### config.mk
export PLATFORM = sky130hd
export DESIGN_NAME = bump_back_turn_avoidance
export DESIGN_NICKNAME = d
export VERILOG_FILES = /design/src/rtl/core/bbta_pkg.sv /design/src/rtl/core/bump_back_turn_avoidance.sv
export SDC_FILE = /design/constraint.sdc
export NUM_CORES = 2
export LEC_CHECK = 0
export ABC_AREA = 1
export BUFFER_PORTS_ARGS = -buffer_cell sky130_fd_sc_hd__buf_2
export CORE_MARGIN = 4
export CORE_UTILIZATION = 34
export CTS_CLUSTER_DIAMETER = 100
export CTS_CLUSTER_SIZE = 14
export DETAILED_ROUTE_END_ITERATION = 10
export HOLD_SLACK_MARGIN = 0.05
export PLACE_DENSITY_LB_ADDON = 0.08
export SLEW_MARGIN = 20
export SYNTH_ARGS = -nofsm -noshare
export SYNTH_HDL_FRONTEND = slang
export SYNTH_SLANG_ARGS = --single-unit
### constraint.sdc
create_clock -name clk_i -period 11.15 [get_ports clk_i]
set_clock_uncertainty 0.05 [all_clocks]
set_input_delay 0.5575 -clock clk_i [delete_from_list [all_inputs] [get_ports clk_i]]
set_output_delay 0.5575 -clock clk_i [all_outputs]
set_load 0.01 [all_outputs]
### src/rtl/core/bbta_pkg.sv
// Shared types and constants for the bump, back-up and turn avoidance controller.
package bbta_pkg;

  localparam int unsigned PosW   = 32;
  localparam int unsigned AngW   = 16;
  localparam int unsigned SpdW   = 16;
  localparam int unsigned CfgW   = 20;
  localparam int unsigned BdW    = 20;
  localparam int unsigned NearW  = 21;
  localparam int unsigned GainW  = 18;

  // Input item kinds.
  localparam logic [1:0] KIND_ODOM = 2'd0;
  localparam logic [1:0] KIND_BUMP = 2'd1;
  localparam logic [1:0] KIND_TICK = 2'd2;

  // Controller phases, as reported on phase_o.
  localparam logic [1:0] MODE_FORWARD  = 2'd0;
  localparam logic [1:0] MODE_BACKWARD = 2'd1;
  localparam logic [1:0] MODE_TURN     = 2'd2;
  localparam logic [1:0] MODE_PAUSE    = 2'd3;

  // Configuration register indexes.
  localparam logic [2:0] CFG_FORWARD_SPEED   = 3'd0;
  localparam logic [2:0] CFG_BACKWARD_SPEED  = 3'd1;
  localparam logic [2:0] CFG_BACKWARD_DIST   = 3'd2;
  localparam logic [2:0] CFG_TURN_ANGLE      = 3'd3;
  localparam logic [2:0] CFG_YAW_TOLERANCE   = 3'd4;
  localparam logic [2:0] CFG_TURN_GAIN       = 3'd5;
  localparam logic [2:0] CFG_TURN_RATE_LIMIT = 3'd6;
  localparam logic [2:0] CFG_PAUSE_TICKS     = 3'd7;

  // Reset values of the configuration registers.
  localparam logic [14:0]      FORWARD_SPEED_RST   = 15'd410;
  localparam logic [14:0]      BACKWARD_SPEED_RST  = 15'd410;
  localparam logic [BdW-1:0]   BACKWARD_DIST_RST   = 20'd13107;
  localparam logic [14:0]      TURN_ANGLE_RST      = 15'd10923;
  localparam logic [14:0]      YAW_TOLERANCE_RST   = 15'd1565;
  localparam logic [GainW-1:0] TURN_GAIN_RST       = 18'd77208;
  localparam logic [14:0]      TURN_RATE_LIMIT_RST = 15'd4096;
  localparam logic [7:0]       PAUSE_BEFORE_RST    = 8'd3;
  localparam logic [7:0]       PAUSE_AFTER_RST     = 8'd3;

  // The reverse distance is kept squared, ready for the distance compare.
  localparam logic [2*BdW-1:0] BACKWARD_DIST_SQ_RST =
      (2*BdW)'(BACKWARD_DIST_RST) * (2*BdW)'(BACKWARD_DIST_RST);

endpackage

### src/rtl/core/bump_back_turn_avoidance.sv
// Bump, back-up and turn obstacle avoidance controller (top level).
// A control tick's velocity command appears in the cycle after the request is taken.
// One request per cycle unless output stalls; state update and command are computed in
// a single registered pass (two squares for the distance check, one multiply for the turn).
// Reset: asynchronous, active low; phase FORWARD, positions and headings zero,
// configuration registers at their documented defaults. No clearing pass is needed.
module bump_back_turn_avoidance
  import bbta_pkg::*;
(
  input  logic                   clk_i,
  input  logic                   rst_ni,

  input  logic                   in_valid_i,
  output logic                   in_ready_o,
  input  logic [1:0]             kind_i,
  input  logic signed [PosW-1:0] pos_x_i,
  input  logic signed [PosW-1:0] pos_y_i,
  input  logic signed [AngW-1:0] heading_i,
  input  logic                   bump_left_i,
  input  logic                   bump_front_i,
  input  logic                   bump_right_i,

  output logic                   out_valid_o,
  input  logic                   out_ready_i,
  output logic signed [SpdW-1:0] linear_speed_o,
  output logic signed [SpdW-1:0] angular_speed_o,
  output logic [1:0]             phase_o,

  input  logic                   cfg_we_i,
  input  logic [2:0]             cfg_index_i,
  input  logic [CfgW-1:0]        cfg_wdata_i
);

  // Configuration registers.
  logic [14:0]        forward_speed_q, backward_speed_q, turn_angle_q;
  logic [14:0]        yaw_tolerance_q, turn_rate_limit_q;
  logic [GainW-1:0]   turn_gain_q;
  logic [2*BdW-1:0]   bd_sq_q;
  logic [7:0]         pause_before_q, pause_after_q;

  always_ff @(posedge clk_i or negedge rst_ni) begin
    if (!rst_ni) begin
      forward_speed_q   <= FORWARD_SPEED_RST;
      backward_speed_q  <= BACKWARD_SPEED_RST;
      bd_sq_q           <= BACKWARD_DIST_SQ_RST;
      turn_angle_q      <= TURN_ANGLE_RST;
      yaw_tolerance_q   <= YAW_TOLERANCE_RST;
      turn_gain_q       <= TURN_GAIN_RST;
      turn_rate_limit_q <= TURN_RATE_LIMIT_RST;
      pause_before_q    <= PAUSE_BEFORE_RST;
      pause_after_q     <= PAUSE_AFTER_RST;
    end else if (cfg_we_i) begin
      unique case (cfg_index_i)
        CFG_FORWARD_SPEED:   forward_speed_q   <= cfg_wdata_i[14:0];
        CFG_BACKWARD_SPEED:  backward_speed_q  <= cfg_wdata_i[14:0];
        CFG_BACKWARD_DIST:   bd_sq_q           <= (2*BdW)'(cfg_wdata_i) * (2*BdW)'(cfg_wdata_i);
        CFG_TURN_ANGLE:      turn_angle_q      <= cfg_wdata_i[14:0];
        CFG_YAW_TOLERANCE:   yaw_tolerance_q   <= cfg_wdata_i[14:0];
        CFG_TURN_GAIN:       turn_gain_q       <= cfg_wdata_i[GainW-1:0];
        CFG_TURN_RATE_LIMIT: turn_rate_limit_q <= cfg_wdata_i[14:0];
        CFG_PAUSE_TICKS: begin
          pause_before_q <= cfg_wdata_i[7:0];
          pause_after_q  <= cfg_wdata_i[15:8];
        end
        default: ;
      endcase
    end
  end

  // Controller state.
  logic [1:0]             mode_q, mode_d;
  logic                   resume_turn_q, resume_turn_d;
  logic [PosW-1:0]        cur_x_q, cur_x_d, cur_y_q, cur_y_d;
  logic [PosW-1:0]        origin_x_q, origin_x_d, origin_y_q, origin_y_d;
  logic [AngW-1:0]        cur_heading_q, cur_heading_d, goal_heading_q, goal_heading_d;
  logic                   hit_pending_q, hit_pending_d;
  logic                   hit_right_q, hit_right_d;
  logic                   latched_right_q, latched_right_d;
  logic [7:0]             pause_count_q, pause_count_d;

  logic                   out_valid_q, out_valid_d;
  logic [SpdW-1:0]        lin_q, ang_q, lin_d, ang_d;
  logic [1:0]             phase_q;

  logic                   in_fire, tick;

  assign in_ready_o = !out_valid_q || out_ready_i;
  assign in_fire    = in_valid_i && in_ready_o;
  assign tick       = in_fire && (kind_i == KIND_TICK);

  // Distance check: any axis at or beyond 2^21 counts as reached outright.
  logic signed [PosW:0]   dx, dy;
  logic [PosW:0]          ax, ay;
  logic                   far;
  logic [2*NearW:0]       dist_sq;
  logic                   reached;

  always_comb begin
    dx = $signed({cur_x_q[PosW-1], cur_x_q}) - $signed({origin_x_q[PosW-1], origin_x_q});
    dy = $signed({cur_y_q[PosW-1], cur_y_q}) - $signed({origin_y_q[PosW-1], origin_y_q});
    ax = dx[PosW] ? (PosW+1)'(0) - dx : dx;
    ay = dy[PosW] ? (PosW+1)'(0) - dy : dy;
    far = (ax[PosW:NearW] != '0) || (ay[PosW:NearW] != '0);
    dist_sq = (2*NearW+1)'(ax[NearW-1:0] * ax[NearW-1:0])
            + (2*NearW+1)'(ay[NearW-1:0] * ay[NearW-1:0]);
    reached = far || (dist_sq >= (2*NearW+1)'(bd_sq_q));
  end

  // Turn control: heading error wraps modulo a full turn.
  logic [AngW-1:0]        herr;
  logic [AngW:0]          aerr;
  logic [AngW+GainW:0]    rate_prod;
  logic [AngW+GainW-16:0] rate_raw;
  logic [14:0]            rate;
  logic                   aligned;

  always_comb begin
    herr      = goal_heading_q - cur_heading_q;
    aerr      = herr[AngW-1] ? (AngW+1)'(0) - {1'b1, herr} : {1'b0, herr};
    rate_prod = (AngW+GainW+1)'(aerr) * (AngW+GainW+1)'(turn_gain_q);
    rate_raw  = rate_prod[AngW+GainW:16];
    rate      = (rate_raw > (AngW+GainW-15)'(turn_rate_limit_q)) ? turn_rate_limit_q
                                                                  : rate_raw[14:0];
    aligned   = aerr <= (AngW+1)'(yaw_tolerance_q);
  end

  always_comb begin
    mode_d          = mode_q;
    resume_turn_d   = resume_turn_q;
    cur_x_d         = cur_x_q;
    cur_y_d         = cur_y_q;
    cur_heading_d   = cur_heading_q;
    origin_x_d      = origin_x_q;
    origin_y_d      = origin_y_q;
    goal_heading_d  = goal_heading_q;
    hit_pending_d   = hit_pending_q;
    hit_right_d     = hit_right_q;
    latched_right_d = latched_right_q;
    pause_count_d   = pause_count_q;
    lin_d           = '0;
    ang_d           = '0;

    if (in_fire) begin
      case (kind_i)
        KIND_ODOM: begin
          cur_x_d       = pos_x_i;
          cur_y_d       = pos_y_i;
          cur_heading_d = heading_i;
        end
        KIND_BUMP: begin
          // Bumps count only while driving forward; left or front wins over right.
          if (mode_q == MODE_FORWARD) begin
            hit_pending_d = bump_left_i || bump_front_i || bump_right_i;
            hit_right_d   = !(bump_left_i || bump_front_i) && bump_right_i;
          end
        end
        KIND_TICK: begin
          unique case (mode_q)
            MODE_FORWARD: begin
              if (hit_pending_q) begin
                latched_right_d = hit_right_q;
                hit_pending_d   = 1'b0;
                origin_x_d      = cur_x_q;
                origin_y_d      = cur_y_q;
                mode_d          = MODE_BACKWARD;
              end else begin
                lin_d = {1'b0, forward_speed_q};
              end
            end
            MODE_BACKWARD: begin
              if (reached) begin
                goal_heading_d = latched_right_q ? cur_heading_q + {1'b0, turn_angle_q}
                                                 : cur_heading_q - {1'b0, turn_angle_q};
                pause_count_d  = pause_before_q;
                resume_turn_d  = 1'b1;
                mode_d         = MODE_PAUSE;
              end else begin
                lin_d = SpdW'(0) - {1'b0, backward_speed_q};
              end
            end
            MODE_TURN: begin
              if (aligned) begin
                pause_count_d = pause_after_q;
                resume_turn_d = 1'b0;
                mode_d        = MODE_PAUSE;
              end else begin
                ang_d = herr[AngW-1] ? SpdW'(0) - {1'b0, rate} : {1'b0, rate};
              end
            end
            MODE_PAUSE: begin
              // A count of zero or one ends the pause on this tick.
              if (pause_count_q <= 8'd1) begin
                pause_count_d = '0;
                mode_d        = resume_turn_q ? MODE_TURN : MODE_FORWARD;
              end else begin
                pause_count_d = pause_count_q - 8'd1;
              end
            end
            default: ;
          endcase
        end
        default: ;
      endcase
    end

    if (tick) begin
      out_valid_d = 1'b1;
    end else if (out_ready_i) begin
      out_valid_d = 1'b0;
    end else begin
      out_valid_d = out_valid_q;
    end
  end

  always_ff @(posedge clk_i or negedge rst_ni) begin
    if (!rst_ni) begin
      mode_q          <= MODE_FORWARD;
      resume_turn_q   <= 1'b0;
      cur_x_q         <= '0;
      cur_y_q         <= '0;
      cur_heading_q   <= '0;
      origin_x_q      <= '0;
      origin_y_q      <= '0;
      goal_heading_q  <= '0;
      hit_pending_q   <= 1'b0;
      hit_right_q     <= 1'b0;
      latched_right_q <= 1'b0;
      pause_count_q   <= '0;
      out_valid_q     <= 1'b0;
    end else begin
      mode_q          <= mode_d;
      resume_turn_q   <= resume_turn_d;
      cur_x_q         <= cur_x_d;
      cur_y_q         <= cur_y_d;
      cur_heading_q   <= cur_heading_d;
      origin_x_q      <= origin_x_d;
      origin_y_q      <= origin_y_d;
      goal_heading_q  <= goal_heading_d;
      hit_pending_q   <= hit_pending_d;
      hit_right_q     <= hit_right_d;
      latched_right_q <= latched_right_d;
      pause_count_q   <= pause_count_d;
      out_valid_q     <= out_valid_d;
    end
  end

  always_ff @(posedge clk_i) begin
    if (tick) begin
      lin_q   <= lin_d;
      ang_q   <= ang_d;
      phase_q <= mode_d;
    end
  end

  assign out_valid_o     = out_valid_q;
  assign linear_speed_o  = lin_q;
  assign angular_speed_o = ang_q;
  assign phase_o         = phase_q;

  // A control tick always leaves a command in the output register.
  assert property (@(posedge clk_i) disable iff (!rst_ni)
    tick |=> out_valid_o)
    else $error("tick request did not produce a command");

  // Only a turn command can carry angular speed, and a turn never drives linearly.
  assert property (@(posedge clk_i) disable iff (!rst_ni)
    out_valid_o && (angular_speed_o != '0) |-> (phase_o == MODE_TURN) && (linear_speed_o == '0))
    else $error("angular speed outside a turn");

  // The pause counter is idle outside the pause phase.
  assert property (@(posedge clk_i) disable iff (!rst_ni)
    (mode_q != MODE_PAUSE) |-> (pause_count_q == '0))
    else $error("pause counter running outside pause");

  // A pending bump exists only while driving forward.
  assert property (@(posedge clk_i) disable iff (!rst_ni)
    hit_pending_q |-> (mode_q == MODE_FORWARD))
    else $error("bump pending outside forward phase");

endmodule
---- Word-level counts from Yosys, hierarchy flattened ----
Index checks and enable logic that the tools add are counted.
storage, ports and cells
  flip-flop bits (word level) ............. 358
operators by class
  $add $sub $neg .......................... 12
  $mul .................................... 4
  $lt $le $gt $ge ......................... 4
  equal/unequal tests ..................... 16
  multiplexer cells ....................... 29
  bitwise operators ....................... 4
  reduce and logical (&&, ||, !) cells .... 37
operator list
  operator                                            count
  multiplier 21 x 21 -> 42 bit                        2
  two-way mux 33 bit                                  2
  subtractor 1 x 33 -> 33 bit (first input constant)  2
  subtractor 32 x 32 -> 33 bit                        2
  two-way mux 15 bit                                  3
  adder 42 x 42 -> 43 bit                             1
  >= comparator 43 x 40 -> 1 bit                      1
  multiplier 20 x 20 -> 40 bit                        1
  multiplier 17 x 18 -> 35 bit                        1
  two-way mux 16 bit                                  2
  case mux 16 bit (2 select lines)                    1
  subtractor 1 x 15 -> 16 bit (first input constant)  2
  two-way mux 8 bit                                   3
  case mux 8 bit (3 select lines)                     1
  nonzero test 12 bit                                 2
  AND reduction 2 bit                                 10
  > comparator 19 x 15 -> 1 bit                       1
  less-or-equal comparator 17 x 15 -> 1 bit           1
  two-way mux 17 bit                                  1
  subtractor 1 x 17 -> 17 bit (first input constant)  1
  adder 16 x 15 -> 16 bit                             1
  subtractor 16 x 15 -> 16 bit                        1
  subtractor 16 bit                                   1
  two-way mux 2 bit                                   7
  other kinds (25)                                    56

---- Depth between registers and ports, before layout ----
  depth in word-level cells ............... 11
  mapped depth ............................ 73
  gate-level depth less buffers ........... 70

---- Least setup slack after synthesis ----
No wires, ideal clock.
  path type ............................... register to register
  start ................................... reg cur_x_q[0]
  end ..................................... reg phase_q[1], in the netlist phase_o[1] (data pin)
  setup time .............................. 265 ps
  arrival ................................. 11256 ps
  required time ........................... 10835 ps
  path slack .............................. -421 ps
  cell stages (with the launch flop) ...... 70
  path buffers ............................ 4
  period minus slack after synthesis ...... 11571 ps
  cell sequence ........................... dfrtp_1 inv_1 ha_1 inv_1 fa_1 nand3_1 nand2_2 nand3_1 nand3_1 nand3_1 nand2_1 nand2_1 nand2_1 nand2_1 nand2_2 inv_2 buf_2 clkbuf_1 (+34 left out) xor2_1 ha_1 nand2_1 nor2_1 nand4_1 nand2_1 a21oi_1 nor2b_1 nand3_1 a21oi_1 nand3_1 nor2_1 nand3_1 nor2_4 nand2_4 nand2_8 buf_12 o21ai_1
on the way
  longest elaborated chain between the ends .. 11
  elaborated cells on any way between the ends .. 13
  classes of those cells .................. 3 x add/sub; 1 x mul; 1 x order compare; 5 x mux; 3 x reduce/logical
ends and longest elaborated chain
  what                                 RTL line                         RTL
  start: declaration                   bump_back_turn_avoidance.sv:73   logic [PosW-1:0] cur_x_q, cur_x_d, cur_y_q, cur_y_d;
  start signal: assignment             bump_back_turn_avoidance.sv:233  cur_x_q <= cur_x_d;
  subtractor 32 x 32 -> 33 bit (*)     bump_back_turn_avoidance.sv:99   dx = $signed({cur_x_q[PosW-1], cur_x_q}) - $signed({origin_x_q[PosW-1], origin_x_q});
  subtractor 1 x 33 -> 33 bit          bump_back_turn_avoidance.sv:101  ax = dx[PosW] ? (PosW+1)'(0) - dx : dx;
  two-way mux 33 bit (*)               bump_back_turn_avoidance.sv:101
  multiplier 21 x 21 -> 42 bit         bump_back_turn_avoidance.sv:104  dist_sq = (2*NearW+1)'(ax[NearW-1:0] * ax[NearW-1:0])
  adder 42 x 42 -> 43 bit              bump_back_turn_avoidance.sv:105  + (2*NearW+1)'(ay[NearW-1:0] * ay[NearW-1:0]);
  >= comparator 43 x 40 -> 1 bit       bump_back_turn_avoidance.sv:106  reached = far || (dist_sq >= (2*NearW+1)'(bd_sq_q));
  logical OR 1 bit (*)                 bump_back_turn_avoidance.sv:106
  two-way mux 2 bit (*)                bump_back_turn_avoidance.sv:171  if (reached) begin
  case mux 2 bit (4 select lines) (*)  bump_back_turn_avoidance.sv:158  unique case (mode_q)
  two-way mux 2 bit (*)                bump_back_turn_avoidance.sv:144  case (kind_i)
  two-way mux 2 bit (*)                bump_back_turn_avoidance.sv:143  if (in_fire) begin
  net mode_d[1]                        bump_back_turn_avoidance.sv:71   logic [1:0] mode_q, mode_d;
  end signal: assignment               bump_back_turn_avoidance.sv:251  phase_q <= mode_d;
  end: declaration                     bump_back_turn_avoidance.sv:83   logic [1:0] phase_q;
Mark *: on every way through the listed nets, which the timed path passes. The rest lies on a longest branch.
A chain may end at the register's enable or synchronous reset.

---- Final worst setup path ----
  start ................................... reg cur_x_q[0]
  end ..................................... reg lin_q[1], in the netlist linear_speed_o[1] (data pin)
on the way
  longest elaborated chain between the ends .. 9
  elaborated cells on any way between the ends .. 11
  classes of those cells .................. 3 x add/sub; 1 x mul; 1 x order compare; 3 x mux; 3 x reduce/logical
ends and longest elaborated chain
  what                                  RTL line                         RTL
  subtractor 32 x 32 -> 33 bit (*)      bump_back_turn_avoidance.sv:99
  subtractor 1 x 33 -> 33 bit           bump_back_turn_avoidance.sv:101
  two-way mux 33 bit (*)                bump_back_turn_avoidance.sv:101
  multiplier 21 x 21 -> 42 bit          bump_back_turn_avoidance.sv:104
  adder 42 x 42 -> 43 bit               bump_back_turn_avoidance.sv:105
  >= comparator 43 x 40 -> 1 bit        bump_back_turn_avoidance.sv:106
  logical OR 1 bit (*)                  bump_back_turn_avoidance.sv:106
  two-way mux 16 bit (*)                bump_back_turn_avoidance.sv:171
  case mux 16 bit (2 select lines) (*)  bump_back_turn_avoidance.sv:158
  end signal: assignment                bump_back_turn_avoidance.sv:249  lin_q <= lin_d;
  end: declaration                      bump_back_turn_avoidance.sv:82   logic [SpdW-1:0] lin_q, ang_q, lin_d, ang_d;
Mark *: on every way between the ends. The rest lies on a longest branch, timed or not.

==> run metrics <==
status=finished, violations left; failing checks=negative setup slack; final instance area=around 90000 µm²; first drt pass iteration count=6; TritonCTS Buffers=34; Iteration-0 DRC Markers=3149; final hold viol count=0; layout cell share with drive strength beyond 1=0.2409; worst flop-to-flop path endpoint=linear_speed_o[1]$_SDFFCE_PN0P_; YS warnings=0; core area=approximately 210000 µm²; CP most frequent cell=fa_1; syn_area_per_cell=between 8 and 9 µm²; floorplan row count=168; DR vias/cell=~4.6; WHS Path Cells=3; Max-slew headroom=0.2893; Synth top area share=0.3438; Gate Count Post-Synth=between 8000 and 9000; Sink Count=357; # port buffers=148; Worst-path clk slew=0.07 ns; Die H=467.3 µm; main combinational cell family by area after synthesis=adder cells; Synth area leader=fa_1; Worst setup EP type=flop; DP HPWL=200.3 mm; Netlist Area Pre-Place=between 70000 and 80000 µm²; clock root cell=clkbuf_16; die area=roughly 220000 µm²; register area share after synthesis=0.1278; Arr. time, crit path=approximately 12 ns; Routed wire per std cell=between 15 and 20 µm; met3 WL=7.293 mm; vias in the first global route=~65000; worst slew pin tran=about 1.1 ns; Crit. Startpoint=cur_x_q[0]$_DFFE_PN0P_; Routed Antenna Nets=0; largest net degree at the start of global routing=93; CTS tree=done; H-tree levels=2; HP Class=in2reg; max-cap violations=0; final-report max-slew violation count=0; met2 WL=about 110 mm; Tcrit/Tclk final=1.030; DR top layer=met4; DP Area=about 85000 µm²; Cell variety after synth=between 60 and 70; # DRC=0; Final nets=roughly 12000; CP delay by family, top=adder cells; post-route setup slack=-0.3366 ns; initial antenna violation count=8; Reg2Reg Setup Slack=-0.34 ns; Hold EP=cur_heading_q[3]$_DFFE_PN0P_; Detailed Route WL=about 230 mm; post-synthesis mux area share=0.009733; GPL Wtd Cong=just over 0.9; clk_lat worst skew=0.61 ns; P&R area growth vs syn=26.08%; RSZ-0062 raised after global routing=yes; max incr delay on CP=approximately 0.58 ns; synth top area cells=fa_1 (34%), inv_1 (12%), ha_1 (12%); simple-gate portion of the synthesized area=0.1771; hold path start=heading_i[3]; CP startpoint kind=flop; post-synthesis async set-or-reset flop share=0.9048; Worst Path Buf+Inv=20; first-pass GRT wire length=between 300 and 400 mm; Chip Width=approximately 470 µm; Post-synth top flop=dfrtp_1; critical path fanouts, max=8; wl on met1=~110 mm; CP Data Required Time=11.54 ns; Tmin final=roughly 11 ns; Longest Clk Path Bufs=3; Adder-Cell Fraction of Synth Area=0.4626; # setup viols final=43; post-synthesis compound-gate area fraction=0.06147; fillers=around 22000; reg2reg start=cur_x_q[0]$_DFFE_PN0P_; worst reg2reg path depth=68; Seq cells post-synth=~360; xor/xnor share of the synthesized area=0.02550; Max Freq=~87 MHz; io pins=149; kind of critical path=reg2reg; Total GRT Usage=0.2163; Post-synth EDFFs=34; via count=60330; Worst path slowest cell=fa_1; Initial Util=0.3419; total gr overflow=0
==> layer usage <==
| layer | vias to the layer above | GRT usage |
|---|---|---|
| li1 | 29450 | - |
| met1 | 29700 | 0.3006 |
| met2 | 959 | 0.3682 |
| met3 | 222 | 0.01404 |
| met4 | 0 | 0.05316 |
| met5 | - | 0 |
==> worst register-to-register path, delay by kind of cell, from the launching register on <==
kind	cells	cell delay, ns
AO/OA/AOI/OAI	7	0.90
adder cells (fa/ha/maj)	12	5.15
buffers and inverters	20	1.91
flip-flops	1	0.38
AND/OR/NAND/NOR	28	2.81
XOR/XNOR	1	0.14
==> final cells by class <==
type | instances | area, µm² | share of cell area
Multi-Input combinational cell | 6055 | 55830 | 0.6173
Timing Repair Buffer | 1547 | 12020 | 0.1329
Sequential cell | 357 | 9168 | 0.1014
Inverter | 2349 | 8869 | 0.09806
Tap cell | 2805 | 3510 | 0.03881
Clock buffer | 48 | 924.6 | 0.01022
Clock inverter | 9 | 113.9 | 0.001259
Antenna cell | 3 | 7.507 | 0.00008301
==> how the worst max path moves through the flow <==
stage	slack, ns	cells past startpoint	endpoint
6_report	-0.34	68	linear_speed_o[1]$_SDFFCE_PN0P_
5_1_grt	-0.85	58	linear_speed_o[6]$_SDFFCE_PN0P_
4_1_cts	-0.55	68	linear_speed_o[1]$_SDFFCE_PN0P_
2_1_floorplan	0.003	68	phase_o[1]$_DFFE_PP_
3_3_place_gp	-1.25	63	linear_speed_o[3]$_SDFFCE_PN0P_
3_5_place_dp	-1.25	58	phase_o[1]$_DFFE_PP_
==> kinds of logic (layout without fill, tap and decap cells) <==
group | Yosys count | count (layout)
mux | 62 | 62
other cells | 2 | 21
fa+ha+maj | 1913 | 1913
simple gates | 3049 | 3051
xor+xnor | 208 | 208
flops | 357 | 357
compound gates | 803 | 803
buf+inv | 2562 | 3953
==> cell usage in the layout (no fill, tap or decap), types with 115 or more instances in the layout <==
| cell | instances |
|---|---|
| inv_1 | 2232 |
| nand2_1 | 1610 |
| buf_4 | 1299 |
| fa_1 | 1179 |
| ha_1 | 630 |
| nor2_1 | 626 |
| o21ai_0 | 313 |
| dfrtp_1 | 272 |
| a21oi_1 | 253 |
| nand3_1 | 221 |
| buf_2 | 147 |
| nand2_2 | 135 |
| nor2_2 | 115 |
==> flip-flops by register name, summed over array words and instances, names as in the netlist, 15 cells and up <==
name	count
bd_sq_q	39
cur_x_q	32
cur_y_q	32
origin_x_q	32
origin_y_q	32
turn_gain_q	18
angular_speed_o	16
cur_heading_q	16
goal_heading_q	16
linear_speed_o	16
backward_speed_q	15
forward_speed_q	15
turn_angle_q	15
turn_rate_limit_q	15
yaw_tolerance_q	15
==> cell usage after synthesis (26+ instances only) <==
master       n
inv_2       29
nor2_1     770
nor3_1      44
fa_1      1232
ha_1       681
a31oi_1     33
o21ai_0    347
a21oi_1    297
edfxtp_1    34
nand2_1   1729
xor2_1     137
buf_2       27
nand2_2     43
nand3_1    254
nand3_2     26
nand4_1     72
dfrtp_1    272
xnor2_1     70
inv_1     2299
mux2_2      62
clkbuf_1   162
dfstp_2     51
==> stage by stage <==
| stage | utilization | setup TNS, ns | cells | setup slack, ns | hold slack (ns) |
|---|---|---|---|---|---|
| 2_1_floorplan | - | 0 | 8972 | 0.002778 | 0.2119 |
| 3_3_place_gp | 0.4057 | -56.07 | 12990 | -1.254 | 0.4172 |
| 3_5_place_dp | 0.4057 | -55.31 | 12990 | -1.248 | 0.4235 |
| 4_1_cts | 0.4202 | -16.28 | 13120 | -0.5516 | 0.09199 |
| 5_1_grt | 0.4311 | -37.15 | 13170 | -0.8524 | 0.1032 |
| 6_report | 0.4311 | -8.622 | 13170 | -0.3366 | 0.1471 |
==> what timing repair did <==
item                       in CTS  in global routing
setup endpoints to repair      57                 58
hold endpoints to repair       65                  0
cloned                          4                  1
resized for setup             392                457
pin swaps                     155                228
hold buffers                    1                  0
buffers inserted               67                 54
Power is not shown: default switching activity piles up to over one toggle a cycle in this logic, so the estimate is an artifact.
